**src/sdh_pkg.sv**
```systemverilog
// ----------------------------------------------------------------------------
// sdh_pkg
// shared types, constants and helpers of the sd card spi host
// ----------------------------------------------------------------------------
package sdh_pkg;

   localparam int BLOCK_BYTES   = 512;
   localparam int POLL_TRIES    = 10;
   localparam int RETRY_TRIES   = 255;
   localparam int POWERUP_BYTES = 10;
   localparam int FIFO_DEPTH    = 4;

   localparam logic [7:0]  IDLE_BYTE  = 8'hFF;
   localparam logic [7:0]  DATA_TOKEN = 8'hFE;
   localparam logic [31:0] CMD8_ARG   = 32'h0000_01AA;
   localparam logic [31:0] ACMD41_ARG = 32'h4000_0000;

   localparam logic [7:0] CODE_CMD0   = 8'h40;
   localparam logic [7:0] CODE_CMD1   = 8'h41;
   localparam logic [7:0] CODE_CMD8   = 8'h48;
   localparam logic [7:0] CODE_CMD16  = 8'h50;
   localparam logic [7:0] CODE_ACMD41 = 8'h69;
   localparam logic [7:0] CODE_CMD55  = 8'h77;
   localparam logic [7:0] CODE_CMD58  = 8'h7A;
   localparam logic [7:0] CODE_CMD59  = 8'h7B;

   localparam logic [5:0] IDX_CMD0   = 6'd0;
   localparam logic [5:0] IDX_CMD1   = 6'd1;
   localparam logic [5:0] IDX_CMD8   = 6'd8;
   localparam logic [5:0] IDX_CMD16  = 6'd16;
   localparam logic [5:0] IDX_CMD17  = 6'd17;
   localparam logic [5:0] IDX_CMD24  = 6'd24;
   localparam logic [5:0] IDX_ACMD41 = 6'd41;
   localparam logic [5:0] IDX_CMD55  = 6'd55;
   localparam logic [5:0] IDX_CMD58  = 6'd58;
   localparam logic [5:0] IDX_CMD59  = 6'd59;

   localparam logic [2:0] OP_INIT  = 3'd0;
   localparam logic [2:0] OP_READ  = 3'd1;
   localparam logic [2:0] OP_WRITE = 3'd2;
   localparam logic [2:0] OP_SHUT  = 3'd3;
   localparam logic [2:0] OP_XDONE = 3'd4;
   localparam logic [2:0] OP_WBYTE = 3'd5;

   localparam logic [1:0] KIND_XFER = 2'd0;
   localparam logic [1:0] KIND_DATA = 2'd1;
   localparam logic [1:0] KIND_NEED = 2'd2;
   localparam logic [1:0] KIND_DONE = 2'd3;

   typedef enum logic [14:0] {
      PH_IDLE      = 15'h0001,
      PH_PWRUP     = 15'h0002,
      PH_READY     = 15'h0004,
      PH_FRAME     = 15'h0008,
      PH_POLL      = 15'h0010,
      PH_RD_TOKEN  = 15'h0020,
      PH_RD_DATA   = 15'h0040,
      PH_RD_CRC    = 15'h0080,
      PH_WR_TOKEN  = 15'h0100,
      PH_WR_NEED   = 15'h0200,
      PH_WR_DATA   = 15'h0400,
      PH_WR_CRC    = 15'h0800,
      PH_WR_RESP   = 15'h1000,
      PH_WR_BUSY   = 15'h2000,
      PH_END_CLOCK = 15'h4000
   } phase_type;

   typedef struct packed {
      logic [1:0] kind;
      logic [7:0] spi_byte;
      logic       select_active;
      logic [7:0] data_byte;
      logic       success;
      logic       last;
   } res_type;

   typedef struct packed {
      res_type    r0;
      res_type    r1;
      logic [1:0] n;
   } push_type;

   function automatic res_type mk_res(logic [1:0] kind, logic [7:0] spi, logic sel,
                                      logic [7:0] data, logic ok);
      res_type r;
      r.kind          = kind;
      r.spi_byte      = spi;
      r.select_active = sel;
      r.data_byte     = data;
      r.success       = ok;
      r.last          = 1'b0;
      return r;
   endfunction

   function automatic logic [7:0] crc_byte(logic [7:0] code);
      logic [7:0] c;
      case (code)
         CODE_CMD0:   c = 8'h95;
         CODE_CMD8:   c = 8'h87;
         CODE_CMD55:  c = 8'h65;
         CODE_ACMD41: c = 8'h77;
         CODE_CMD1:   c = 8'hF9;
         CODE_CMD58:  c = 8'hFD;
         default:     c = 8'hFF;
      endcase
      return c;
   endfunction

endpackage

```
**src/sd_card_spi_block_host_core.sv**
```systemverilog
// ----------------------------------------------------------------------------
// sd_card_spi_block_host_core
// spi-mode sd card host sequencer with result queue
// ----------------------------------------------------------------------------
// Each accepted item is processed in the cycle it is accepted and its results,
// up to two, enter a four-entry result queue, so one item per clock is taken
// while at least two queue slots are free; req_stall rises only when the
// queue holds more than two results.
module sd_card_spi_block_host_core (
   input  logic        clock,
   input  logic        reset,
   input  logic        req_valid,
   output logic        req_stall,
   input  logic [2:0]  req_op,
   input  logic [31:0] req_block_address,
   input  logic [7:0]  req_miso_byte,
   input  logic [7:0]  req_write_byte,
   output logic        rsp_valid,
   input  logic        rsp_stall,
   output logic [1:0]  rsp_kind,
   output logic [7:0]  rsp_spi_byte,
   output logic        rsp_select_active,
   output logic [7:0]  rsp_data_byte,
   output logic        rsp_success,
   output logic        rsp_last,
   input  logic        csr_valid,
   output logic        csr_ready,
   input  logic        csr_byte_addressed_card
);

   sdh_pkg::push_type push;
   sdh_pkg::res_type  head;
   logic              take;
   logic              low_room;

   assign req_stall = low_room;
   assign take      = req_valid & ~low_room;
   assign csr_ready = 1'b1;

   sdh_seq u_seq (
      .clock         (clock),
      .reset         (reset),
      .take          (take),
      .op            (req_op),
      .block_address (req_block_address),
      .miso_byte     (req_miso_byte),
      .write_byte    (req_write_byte),
      .cfg_we        (csr_valid),
      .cfg_data      (csr_byte_addressed_card),
      .push          (push)
   );

   sdh_res_fifo u_fifo (
      .clock     (clock),
      .reset     (reset),
      .push      (push),
      .pop       (rsp_valid & ~rsp_stall),
      .not_empty (rsp_valid),
      .low_room  (low_room),
      .head      (head)
   );

   assign rsp_kind          = head.kind;
   assign rsp_spi_byte      = head.spi_byte;
   assign rsp_select_active = head.select_active;
   assign rsp_data_byte     = head.data_byte;
   assign rsp_success       = head.success;
   assign rsp_last          = head.last;

endmodule

```
**src/sdh_seq.sv**
```systemverilog
// ----------------------------------------------------------------------------
// sdh_seq
// command sequencer: state registers and the per-item step logic
// ----------------------------------------------------------------------------
module sdh_seq (
   input  logic              clock,
   input  logic              reset,
   input  logic              take,
   input  logic [2:0]        op,
   input  logic [31:0]       block_address,
   input  logic [7:0]        miso_byte,
   input  logic [7:0]        write_byte,
   input  logic              cfg_we,
   input  logic              cfg_data,
   output sdh_pkg::push_type push
);

   sdh_pkg::phase_type phase_ff, phase_in;
   logic [1:0]  oper_ff, oper_in;
   logic [9:0]  bcnt_ff, bcnt_in;
   logic [3:0]  poll_ff, poll_in;
   logic [7:0]  retry_ff, retry_in;
   logic [31:0] arg_ff, arg_in;
   logic [7:0]  code_ff, code_in;
   logic        sel_ff, sel_in;
   logic        byte_addr_ff;

   always_comb begin
      logic        start_en;
      logic [5:0]  start_idx;
      logic [31:0] start_arg;
      logic        fin_en;
      logic        fin_ok;
      logic        resp_en;
      logic [7:0]  resp;
      logic        xfer_en;
      logic [7:0]  xfer_b;
      logic        pre_en;
      sdh_pkg::res_type pre_r;
      sdh_pkg::res_type main_r;
      logic        main_en;
      logic [31:0] addr;
      logic [9:0]  bnext;
      logic [3:0]  pnext;
      logic [7:0]  rnext;
      phase_in  = phase_ff;
      oper_in   = oper_ff;
      bcnt_in   = bcnt_ff;
      poll_in   = poll_ff;
      retry_in  = retry_ff;
      arg_in    = arg_ff;
      code_in   = code_ff;
      sel_in    = sel_ff;
      start_en  = 1'b0;
      start_idx = sdh_pkg::IDX_CMD0;
      start_arg = '0;
      fin_en    = 1'b0;
      fin_ok    = 1'b0;
      resp_en   = 1'b0;
      resp      = miso_byte;
      xfer_en   = 1'b0;
      xfer_b    = sdh_pkg::IDLE_BYTE;
      pre_en    = 1'b0;
      pre_r     = sdh_pkg::mk_res(sdh_pkg::KIND_DATA, '0, 1'b0, miso_byte, 1'b0);
      main_en   = 1'b0;
      main_r    = '0;
      addr      = byte_addr_ff ? {block_address[22:0], 9'd0} : block_address;
      bnext     = 10'(bcnt_ff + 10'd1);
      pnext     = 4'(poll_ff + 4'd1);
      rnext     = 8'(retry_ff + 8'd1);

      if (take) begin
         case (op)
            sdh_pkg::OP_INIT, sdh_pkg::OP_READ, sdh_pkg::OP_WRITE, sdh_pkg::OP_SHUT: begin
               if (phase_ff == sdh_pkg::PH_IDLE) begin
                  oper_in = op[1:0];
                  if (op == sdh_pkg::OP_INIT) begin
                     sel_in   = 1'b0;
                     bcnt_in  = '0;
                     phase_in = sdh_pkg::PH_PWRUP;
                     xfer_en  = 1'b1;
                  end else if (op == sdh_pkg::OP_READ) begin
                     start_en  = 1'b1;
                     start_idx = sdh_pkg::IDX_CMD17;
                     start_arg = addr;
                  end else if (op == sdh_pkg::OP_WRITE) begin
                     start_en  = 1'b1;
                     start_idx = sdh_pkg::IDX_CMD24;
                     start_arg = addr;
                  end else begin
                     phase_in = sdh_pkg::PH_END_CLOCK;
                     xfer_en  = 1'b1;
                  end
               end
            end
            sdh_pkg::OP_WBYTE: begin
               if (phase_ff == sdh_pkg::PH_WR_NEED) begin
                  phase_in = sdh_pkg::PH_WR_DATA;
                  xfer_en  = 1'b1;
                  xfer_b   = write_byte;
               end
            end
            sdh_pkg::OP_XDONE: begin
               case (phase_ff)
                  sdh_pkg::PH_PWRUP: begin
                     bcnt_in = bnext;
                     if (bnext >= 10'(sdh_pkg::POWERUP_BYTES)) begin
                        retry_in = '0;
                        start_en = 1'b1;
                     end else begin
                        xfer_en = 1'b1;
                     end
                  end
                  sdh_pkg::PH_READY: begin
                     poll_in = pnext;
                     xfer_en = 1'b1;
                     if (miso_byte == 8'hFF || pnext >= 4'(sdh_pkg::POLL_TRIES)) begin
                        phase_in = sdh_pkg::PH_FRAME;
                        bcnt_in  = '0;
                        xfer_b   = code_ff;
                     end
                  end
                  sdh_pkg::PH_FRAME: begin
                     bcnt_in = bnext;
                     xfer_en = 1'b1;
                     case (bnext)
                        10'd1:   xfer_b = arg_ff[31:24];
                        10'd2:   xfer_b = arg_ff[23:16];
                        10'd3:   xfer_b = arg_ff[15:8];
                        10'd4:   xfer_b = arg_ff[7:0];
                        10'd5:   xfer_b = sdh_pkg::crc_byte(code_ff);
                        default: begin
                           phase_in = sdh_pkg::PH_POLL;
                           poll_in  = '0;
                        end
                     endcase
                  end
                  sdh_pkg::PH_POLL: begin
                     if (!miso_byte[7]) begin
                        resp_en = 1'b1;
                     end else begin
                        poll_in = pnext;
                        if (pnext >= 4'(sdh_pkg::POLL_TRIES)) begin
                           resp_en = 1'b1;
                           resp    = 8'hFF;
                        end else begin
                           xfer_en = 1'b1;
                        end
                     end
                  end
                  sdh_pkg::PH_RD_TOKEN: begin
                     if (miso_byte == sdh_pkg::DATA_TOKEN) begin
                        phase_in = sdh_pkg::PH_RD_DATA;
                        bcnt_in  = '0;
                        xfer_en  = 1'b1;
                     end else begin
                        retry_in = rnext;
                        if (rnext >= 8'(sdh_pkg::RETRY_TRIES)) begin
                           fin_en = 1'b1;
                        end else begin
                           xfer_en = 1'b1;
                        end
                     end
                  end
                  sdh_pkg::PH_RD_DATA: begin
                     pre_en  = 1'b1;
                     xfer_en = 1'b1;
                     if (bcnt_ff >= 10'(sdh_pkg::BLOCK_BYTES - 1)) begin
                        phase_in = sdh_pkg::PH_RD_CRC;
                        bcnt_in  = '0;
                     end else begin
                        bcnt_in = bnext;
                     end
                  end
                  sdh_pkg::PH_RD_CRC: begin
                     if (bcnt_ff == '0) begin
                        bcnt_in = 10'd1;
                        xfer_en = 1'b1;
                     end else begin
                        fin_en = 1'b1;
                        fin_ok = 1'b1;
                     end
                  end
                  sdh_pkg::PH_WR_TOKEN: begin
                     phase_in = sdh_pkg::PH_WR_NEED;
                     main_en  = 1'b1;
                     main_r   = sdh_pkg::mk_res(sdh_pkg::KIND_NEED, '0, 1'b0, '0, 1'b0);
                  end
                  sdh_pkg::PH_WR_DATA: begin
                     if (bcnt_ff >= 10'(sdh_pkg::BLOCK_BYTES - 1)) begin
                        phase_in = sdh_pkg::PH_WR_CRC;
                        bcnt_in  = '0;
                        xfer_en  = 1'b1;
                     end else begin
                        bcnt_in  = bnext;
                        phase_in = sdh_pkg::PH_WR_NEED;
                        main_en  = 1'b1;
                        main_r   = sdh_pkg::mk_res(sdh_pkg::KIND_NEED, '0, 1'b0, '0, 1'b0);
                     end
                  end
                  sdh_pkg::PH_WR_CRC: begin
                     if (bcnt_ff == '0) begin
                        bcnt_in = 10'd1;
                     end else begin
                        phase_in = sdh_pkg::PH_WR_RESP;
                     end
                     xfer_en = 1'b1;
                  end
                  sdh_pkg::PH_WR_RESP: begin
                     if (miso_byte[4:0] != 5'h05) begin
                        fin_en = 1'b1;
                     end else begin
                        phase_in = sdh_pkg::PH_WR_BUSY;
                        xfer_en  = 1'b1;
                     end
                  end
                  sdh_pkg::PH_WR_BUSY: begin
                     if (miso_byte == 8'h00) begin
                        xfer_en = 1'b1;
                     end else begin
                        fin_en = 1'b1;
                        fin_ok = 1'b1;
                     end
                  end
                  sdh_pkg::PH_END_CLOCK: begin
                     start_en = 1'b1;
                  end
                  default: begin
                  end
               endcase
            end
            default: begin
            end
         endcase
      end

      // response handling after a command frame
      if (resp_en) begin
         sel_in = 1'b0;
         case ({1'b0, oper_ff})
            sdh_pkg::OP_INIT: begin
               case (code_ff)
                  sdh_pkg::CODE_CMD0: begin
                     if (resp == 8'h01) begin
                        start_en  = 1'b1;
                        start_idx = sdh_pkg::IDX_CMD8;
                        start_arg = sdh_pkg::CMD8_ARG;
                     end else begin
                        retry_in = rnext;
                        if (rnext >= 8'(sdh_pkg::RETRY_TRIES)) fin_en = 1'b1;
                        else start_en = 1'b1;
                     end
                  end
                  sdh_pkg::CODE_CMD8: begin
                     if (resp == 8'h01 || resp == 8'h05) begin
                        start_en  = 1'b1;
                        start_idx = sdh_pkg::IDX_CMD58;
                     end else begin
                        fin_en = 1'b1;
                     end
                  end
                  sdh_pkg::CODE_CMD58: begin
                     if (resp == 8'h01) begin
                        retry_in  = '0;
                        start_en  = 1'b1;
                        start_idx = sdh_pkg::IDX_CMD55;
                     end else begin
                        fin_en = 1'b1;
                     end
                  end
                  sdh_pkg::CODE_CMD55: begin
                     start_en = 1'b1;
                     if (resp <= 8'h01) begin
                        start_idx = sdh_pkg::IDX_ACMD41;
                        start_arg = sdh_pkg::ACMD41_ARG;
                     end else begin
                        start_idx = sdh_pkg::IDX_CMD1;
                     end
                  end
                  sdh_pkg::CODE_ACMD41, sdh_pkg::CODE_CMD1: begin
                     if (resp == 8'h00) begin
                        start_en  = 1'b1;
                        start_idx = sdh_pkg::IDX_CMD16;
                        start_arg = 32'(sdh_pkg::BLOCK_BYTES);
                     end else begin
                        retry_in = rnext;
                        if (rnext >= 8'(sdh_pkg::RETRY_TRIES)) begin
                           fin_en = 1'b1;
                        end else begin
                           start_en  = 1'b1;
                           start_idx = sdh_pkg::IDX_CMD55;
                        end
                     end
                  end
                  sdh_pkg::CODE_CMD16: begin
                     if (resp == 8'h00) begin
                        start_en  = 1'b1;
                        start_idx = sdh_pkg::IDX_CMD59;
                     end else begin
                        fin_en = 1'b1;
                     end
                  end
                  sdh_pkg::CODE_CMD59: begin
                     fin_en = 1'b1;
                     fin_ok = 1'b1;
                  end
                  default: fin_en = 1'b1;
               endcase
            end
            sdh_pkg::OP_READ: begin
               if (resp != 8'h00) begin
                  fin_en = 1'b1;
               end else begin
                  sel_in   = 1'b1;
                  retry_in = '0;
                  phase_in = sdh_pkg::PH_RD_TOKEN;
                  xfer_en  = 1'b1;
               end
            end
            sdh_pkg::OP_WRITE: begin
               if (resp != 8'h00) begin
                  fin_en = 1'b1;
               end else begin
                  sel_in   = 1'b1;
                  bcnt_in  = '0;
                  phase_in = sdh_pkg::PH_WR_TOKEN;
                  xfer_en  = 1'b1;
                  xfer_b   = sdh_pkg::DATA_TOKEN;
               end
            end
            default: begin
               fin_en = 1'b1;
               fin_ok = 1'b1;
            end
         endcase
      end

      if (start_en) begin
         code_in  = {2'b01, start_idx};
         arg_in   = start_arg;
         sel_in   = 1'b1;
         poll_in  = '0;
         phase_in = sdh_pkg::PH_READY;
         xfer_en  = 1'b1;
         xfer_b   = sdh_pkg::IDLE_BYTE;
      end
      if (fin_en) begin
         phase_in = sdh_pkg::PH_IDLE;
         sel_in   = 1'b0;
         main_en  = 1'b1;
         main_r   = sdh_pkg::mk_res(sdh_pkg::KIND_DONE, '0, 1'b0, '0, fin_ok);
      end else if (xfer_en) begin
         main_en = 1'b1;
         main_r  = sdh_pkg::mk_res(sdh_pkg::KIND_XFER, xfer_b, sel_in, '0, 1'b0);
      end

      main_r.last = 1'b1;
      push.r0 = pre_en ? pre_r : main_r;
      push.r1 = main_r;
      push.n  = {1'b0, main_en} + {1'b0, pre_en};
   end

   always_ff @(posedge clock) begin
      if (reset) begin
         phase_ff     <= sdh_pkg::PH_IDLE;
         oper_ff      <= '0;
         bcnt_ff      <= '0;
         poll_ff      <= '0;
         retry_ff     <= '0;
         arg_ff       <= '0;
         code_ff      <= '0;
         sel_ff       <= 1'b0;
         byte_addr_ff <= 1'b0;
      end else begin
         phase_ff <= phase_in;
         oper_ff  <= oper_in;
         bcnt_ff  <= bcnt_in;
         poll_ff  <= poll_in;
         retry_ff <= retry_in;
         arg_ff   <= arg_in;
         code_ff  <= code_in;
         sel_ff   <= sel_in;
         if (cfg_we) byte_addr_ff <= cfg_data;
      end
   end

   a_idle_desel: assert property (@(posedge clock) disable iff (reset)
      phase_ff == sdh_pkg::PH_IDLE |-> !sel_ff) else $error("select held while idle");
   a_two_only_read: assert property (@(posedge clock) disable iff (reset)
      push.n == 2'd2 |-> phase_ff == sdh_pkg::PH_RD_DATA) else $error("two results outside read");
   a_poll_bound: assert property (@(posedge clock) disable iff (reset)
      poll_ff <= 4'(sdh_pkg::POLL_TRIES)) else $error("poll count overrun");

endmodule

```
**src/sdh_res_fifo.sv**
```systemverilog
// ----------------------------------------------------------------------------
// sdh_res_fifo
// result queue taking up to two items a cycle and giving at most one
// ----------------------------------------------------------------------------
module sdh_res_fifo (
   input  logic              clock,
   input  logic              reset,
   input  sdh_pkg::push_type push,
   input  logic              pop,
   output logic              not_empty,
   output logic              low_room,
   output sdh_pkg::res_type  head
);

   localparam int AW = $clog2(sdh_pkg::FIFO_DEPTH);

   sdh_pkg::res_type mem_ff [sdh_pkg::FIFO_DEPTH];
   logic [AW-1:0] wptr_ff, wptr_in, rptr_ff, rptr_in;
   logic [AW:0]   cnt_ff, cnt_in;

   always_comb begin
      wptr_in = AW'(wptr_ff + AW'(push.n));
      rptr_in = AW'(rptr_ff + AW'(pop));
      cnt_in  = (AW+1)'(cnt_ff + (AW+1)'(push.n) - (AW+1)'(pop));
   end

   assign not_empty = cnt_ff != '0;
   assign low_room  = cnt_ff > (AW+1)'(sdh_pkg::FIFO_DEPTH - 2);
   assign head      = mem_ff[rptr_ff];

   always_ff @(posedge clock) begin
      if (push.n != 2'd0) mem_ff[wptr_ff] <= push.r0;
      if (push.n == 2'd2) mem_ff[AW'(wptr_ff + AW'(1))] <= push.r1;
   end

   always_ff @(posedge clock) begin
      if (reset) begin
         wptr_ff <= '0;
         rptr_ff <= '0;
         cnt_ff  <= '0;
      end else begin
         wptr_ff <= wptr_in;
         rptr_ff <= rptr_in;
         cnt_ff  <= cnt_in;
      end
   end

endmodule
```
**config.mk**
```make
export PLATFORM = sky130hd
export DESIGN_NAME = sd_card_spi_block_host_core
export DESIGN_NICKNAME = d
export VERILOG_FILES = /design/src/sdh_pkg.sv /design/src/sd_card_spi_block_host_core.sv /design/src/sdh_seq.sv /design/src/sdh_res_fifo.sv
export SDC_FILE = /design/constraint.sdc
export NUM_CORES = 1
export LEC_CHECK = 0
export BUFFER_PORTS_ARGS = -buffer_cell sky130_fd_sc_hd__buf_4
export CAP_MARGIN = 25
export CORE_ASPECT_RATIO = 1.25
export CORE_MARGIN = 2
export CORE_UTILIZATION = 36
export DETAILED_ROUTE_END_ITERATION = 6
export GPL_TIMING_DRIVEN = 0
export PLACE_DENSITY = 0.6
export SYNTH_ARGS = -nofsm -noshare
export SYNTH_HDL_FRONTEND = slang
export SYNTH_SLANG_ARGS = --single-unit
export TNS_END_PERCENT = 20
```
**constraint.sdc**
```tcl
create_clock -name clock -period 7.25 [get_ports clock]
set_clock_uncertainty 0.15 [all_clocks]
set_input_delay 2.175 -clock clock [delete_from_list [all_inputs] [get_ports clock]]
set_output_delay 2.175 -clock clock [all_outputs]
set_load 0.01 [all_outputs]
```
==> key figures <==
Clock network
  • Resized Gates After CTS: 0
  • CTS Buf Count: 17
  • Clk pin slew, worst setup/hold paths: 0.07 ns
  • CTS tree: yes
  • Maximum buffer depth of the clock tree: 2
  • # H-tree levels: 4
  • Clock sinks: 171
  • Clock Latency Late Sink: ~0.44 ns
  • Setup Fix Bufs, Post-CTS: 0
  • Hold Buf Count CTS: 0
  • Root Buffer: clkbuf_16

Critical path
  • Crit path arrival time: between 6 and 7 ns
  • Worst Setup End Kind: register
  • WS Path Type: input pin to register
  • Worst Setup Start Kind: input pin
  • CP Launch Point: req_miso_byte[1]
  • Worst-path fanout max: 12
  • FF-to-FF Start: u_seq.bcnt_ff[0]
  • Required @ worst endpoint: just over 7 ns

Global route
  • Total GRT Usage: a little over a fifth
  • Largest net degree at the start of global routing: 17
  • Antenna violations before repair: 0
  • First-pass GRT wire length: about 50000 um
  • Vias in the first global route: approximately 8700
  • GRT overflow: 0

Logic synthesis
  • Post-Syn Area per Cell: approximately 9 um^2
  • Top_reg_cell synth: dfxtp_1
  • Async SR Flop Fraction: 0%
  • Sequential cell area fraction in the yosys report: between 30 and 40%
  • Yosys reg bits: between 150 and 200
  • Synth warn: 0
  • EDFF count, synth: 48
  • Post-synthesis cell count: around 1100
  • Post-synthesis cell type count: 97
  • Syn Nets: around 1200
  • Mapped Area: ~10000 um^2

STA
  • Max Clk Rate: 157 MHz
  • Final setup fails: 0
  • Post-layout minimum cycle time: 6.37 ns
  • Final Hold Fails: 0
  • Period utilisation layout: between 80% and 90%
  • Setup TNS Final: 0 ns
  • Slew Viols, Final: 0
  • RSZ-0062 raised after global routing: no
  • Slew HR: around 38%
  • Actual slew at the worst max-slew pin: 0.925 ns

Min path
  • HP Start: u_fifo.mem_ff[3][0]
  • Hold Path Class: register to register

Drt
  • WL final: 31100 um
  • Vias: between 9000 and 10000
  • DR vias/cell: around 6
  • Drt pass-1 iters: 6
  • 1st-iter DRT viols: slightly above 700
  • Wire length per cell: about 20 um
  • DR DRC count: 0
  • Post-DRT Antenna Nets: 0

Place
  • Post-DP HPWL: around 23000 um
  • Port Buf Inserts: between 70 and 80
  • GPL Wtd Cong: 0.946

Layout
  • Fill cell count: 2800
  • Post-layout util: a little over two fifths
  • Layout Nets: about 1300
  • ANT cells: 0
  • Synth-to-layout area growth: 15.9%
  • Share of layout cells above drive strength 1: 17.3%

Floorplanning
  • Die width: ~150 um
  • I/O pin count: a little over 80
  • Cell row count: between 60 and 70
  • DIE AREA: between 20000 and 30000 um^2
  • Die Ht: around 190 um
  • Core Region: around 28000 um^2
  • Initial core utilization: between 30 and 40%

Power
  • Sequential Power Share: 42.9%
  • Total power: 2.40 mW
  • Net Sw Power: 655 uW
  • Worst IR Drop VDD: 0.000110 V
  • Sw frac: 27.2%
  • Clock power frac: around 40%
  • Power Dens Cells: 206 nW/um^2
  • Pleak: 4.23 nW
  • Internal: about 1.7 mW
  • Comb power frac: ~18%

Flow run
  • Max-cap viol count: 0

Outcome
  • Status: completed
==> worst max-delay path, stage by stage <==
cell	delay (ns)
buf_4	0.13
or3_1	0.38
clkbuf_1	0.20
nor4_2	0.50
nand2_1	0.23
o311ai_0	0.37
nand4_1	0.27
nand2_4	0.22
buf_2	0.23
and3_1	0.18
ha_1	0.15
nor2_1	0.05
nand2_1	0.15
and2_1	0.15
clkbuf_1	0.47
inv_1	0.44
==> area by class of cell <==
class	count	area (um^2)	area share (%)
Timing Repair Buffer	75	563	4.83
Clock buffer	18	429	3.68
Inverter	30	113	0.967
Clock inverter	14	169	1.45
Multi-Input combinational cell	817	5700	48.9
Sequential cell	171	3900	33.5
Buffer	69	333	2.86
Tap cell	350	438	3.76
==> metrics by stage <==
| stage | std cells | area, um^2 | hold slack (ns) | setup WS (ns) |
|---|---|---|---|---|
| floorplan | 1087 | 10000 | 0.267 | 1.25 |
| global placement | 1512 | 11000 | 0.277 | 0.370 |
| detailed placement | 1512 | 11000 | 0.286 | 0.338 |
| CTS | 1544 | 11600 | 0.295 | 0.789 |
| global route | 1544 | 11600 | 0.319 | 0.579 |
| finish | 1544 | 11600 | 0.298 | 0.877 |
==> power groups by stage <==
stage | logic [mW] | registers, mW | clock network (mW)
after detailed placement | 0.428 | 1.05 | 0
after floorplan | 0.277 | 1.04 | 0
after global routing | 0.464 | 1.03 | 0.994
after global placement | 0.424 | 1.05 | 0
after CTS | 0.430 | 1.03 | 0.962
final | 0.426 | 1.03 | 0.946
==> cell usage after synthesis, types with 5 or more instances <==
library cell | instances | share of area (%)
a211oi_1 | 6 | 0.45
a21oi_1 | 55 | 2.7
a21oi_2 | 9 | 0.78
a222oi_1 | 7 | 0.70
a22o_1 | 33 | 2.9
a22oi_1 | 9 | 0.67
a311oi_1 | 5 | 0.44
a31o_2 | 5 | 0.44
a31oi_1 | 20 | 1.2
a41oi_1 | 7 | 0.61
and2_1 | 16 | 1.0
and3_1 | 14 | 0.87
and4_1 | 6 | 0.52
buf_1 | 5 | 0.19
buf_2 | 17 | 0.85
buf_6 | 5 | 0.56
clkbuf_1 | 38 | 1.4
dfxtp_1 | 123 | 25
edfxtp_1 | 48 | 14
ha_1 | 21 | 2.6
inv_1 | 28 | 1.0
mux2i_1 | 26 | 2.6
mux4_2 | 21 | 4.7
nand2_1 | 91 | 3.4
nand2b_1 | 14 | 0.87
nand3_1 | 35 | 1.7
nand4_1 | 25 | 1.6
nor2_1 | 121 | 4.5
nor2b_1 | 17 | 1.1
nor3_1 | 17 | 0.85
nor3b_1 | 5 | 0.37
nor4_1 | 15 | 0.93
nor4b_1 | 6 | 0.52
o21a_1 | 7 | 0.52
o21ai_0 | 48 | 2.4
o2bb2ai_1 | 23 | 2.0
or3_1 | 10 | 0.62
xnor2_1 | 12 | 1.0
==> final timing paths <==
| check | to | slack [ns] | cells past startpoint |
|---|---|---|---|
| worst min register to register | u_fifo.mem_ff[3][0] | 0.30 | 2 |
| worst max-delay path | u_fifo.mem_ff[0][14] | 0.88 | 16 |
| worst max register to register | u_fifo.mem_ff[0][14] | 2.32 | 16 |
| worst min-delay path | u_fifo.mem_ff[3][0] | 0.30 | 2 |
==> layer usage <==
layer	share of wire (%)	global-route usage, %	routed length (um)	vias to the layer above
met5	0	0	0	-
met3	4.7	3.00	1460	62
met4	3.1	7.76	968	0
li1	-	-	-	4306
met1	43	26.8	13300	4378
met2	50	37.1	15400	317
==> cells in the final DEF, fill, tap and decap left out, types with 20 or more instances in the layout <==
| cell | count |
|---|---|
| nor2_1 | 121 |
| nand3_1 | 35 |
| nand2_1 | 91 |
| a21oi_1 | 55 |
| a22o_1 | 33 |
| o2bb2ai_1 | 23 |
| a31oi_1 | 20 |
| clkbuf_1 | 39 |
| dfxtp_1 | 123 |
| ha_1 | 21 |
| inv_1 | 28 |
| mux2i_1 | 26 |
| edfxtp_1 | 48 |
| nand4_1 | 25 |
| o21ai_0 | 48 |
| mux4_2 | 21 |
| buf_4 | 79 |
==> kinds of logic (layout without fill, tap and decap cells) <==
family	Yosys count	in the layout	share of synthesized area, %
muxes	47	47	7.30
and+or+nand+nor	443	443	24.0
buffers and inverters	99	206	4.43
adders and majority gates	22	22	2.81
xor gates and xnor gates	15	15	1.31
AOI/OAI and AO/OA	289	289	21.3
other	1	1	0.0373
DFF	171	171	38.9
==> sequential cells by signal, indices dropped and copies added (netlist names), 2 cells and up <==
signal / flops
u_fifo.mem_ff: 84
u_fifo.wptr_ff: 2
u_fifo.cnt_ff: 3
u_seq.bcnt_ff: 10
u_seq.code_ff: 7
u_seq.arg_ff: 32
u_seq.phase_ff: 15
u_seq.retry_ff: 8
u_fifo.rptr_ff: 2
u_seq.oper_ff: 2
u_seq.poll_ff: 4
(Power assumes the default switching activity.)
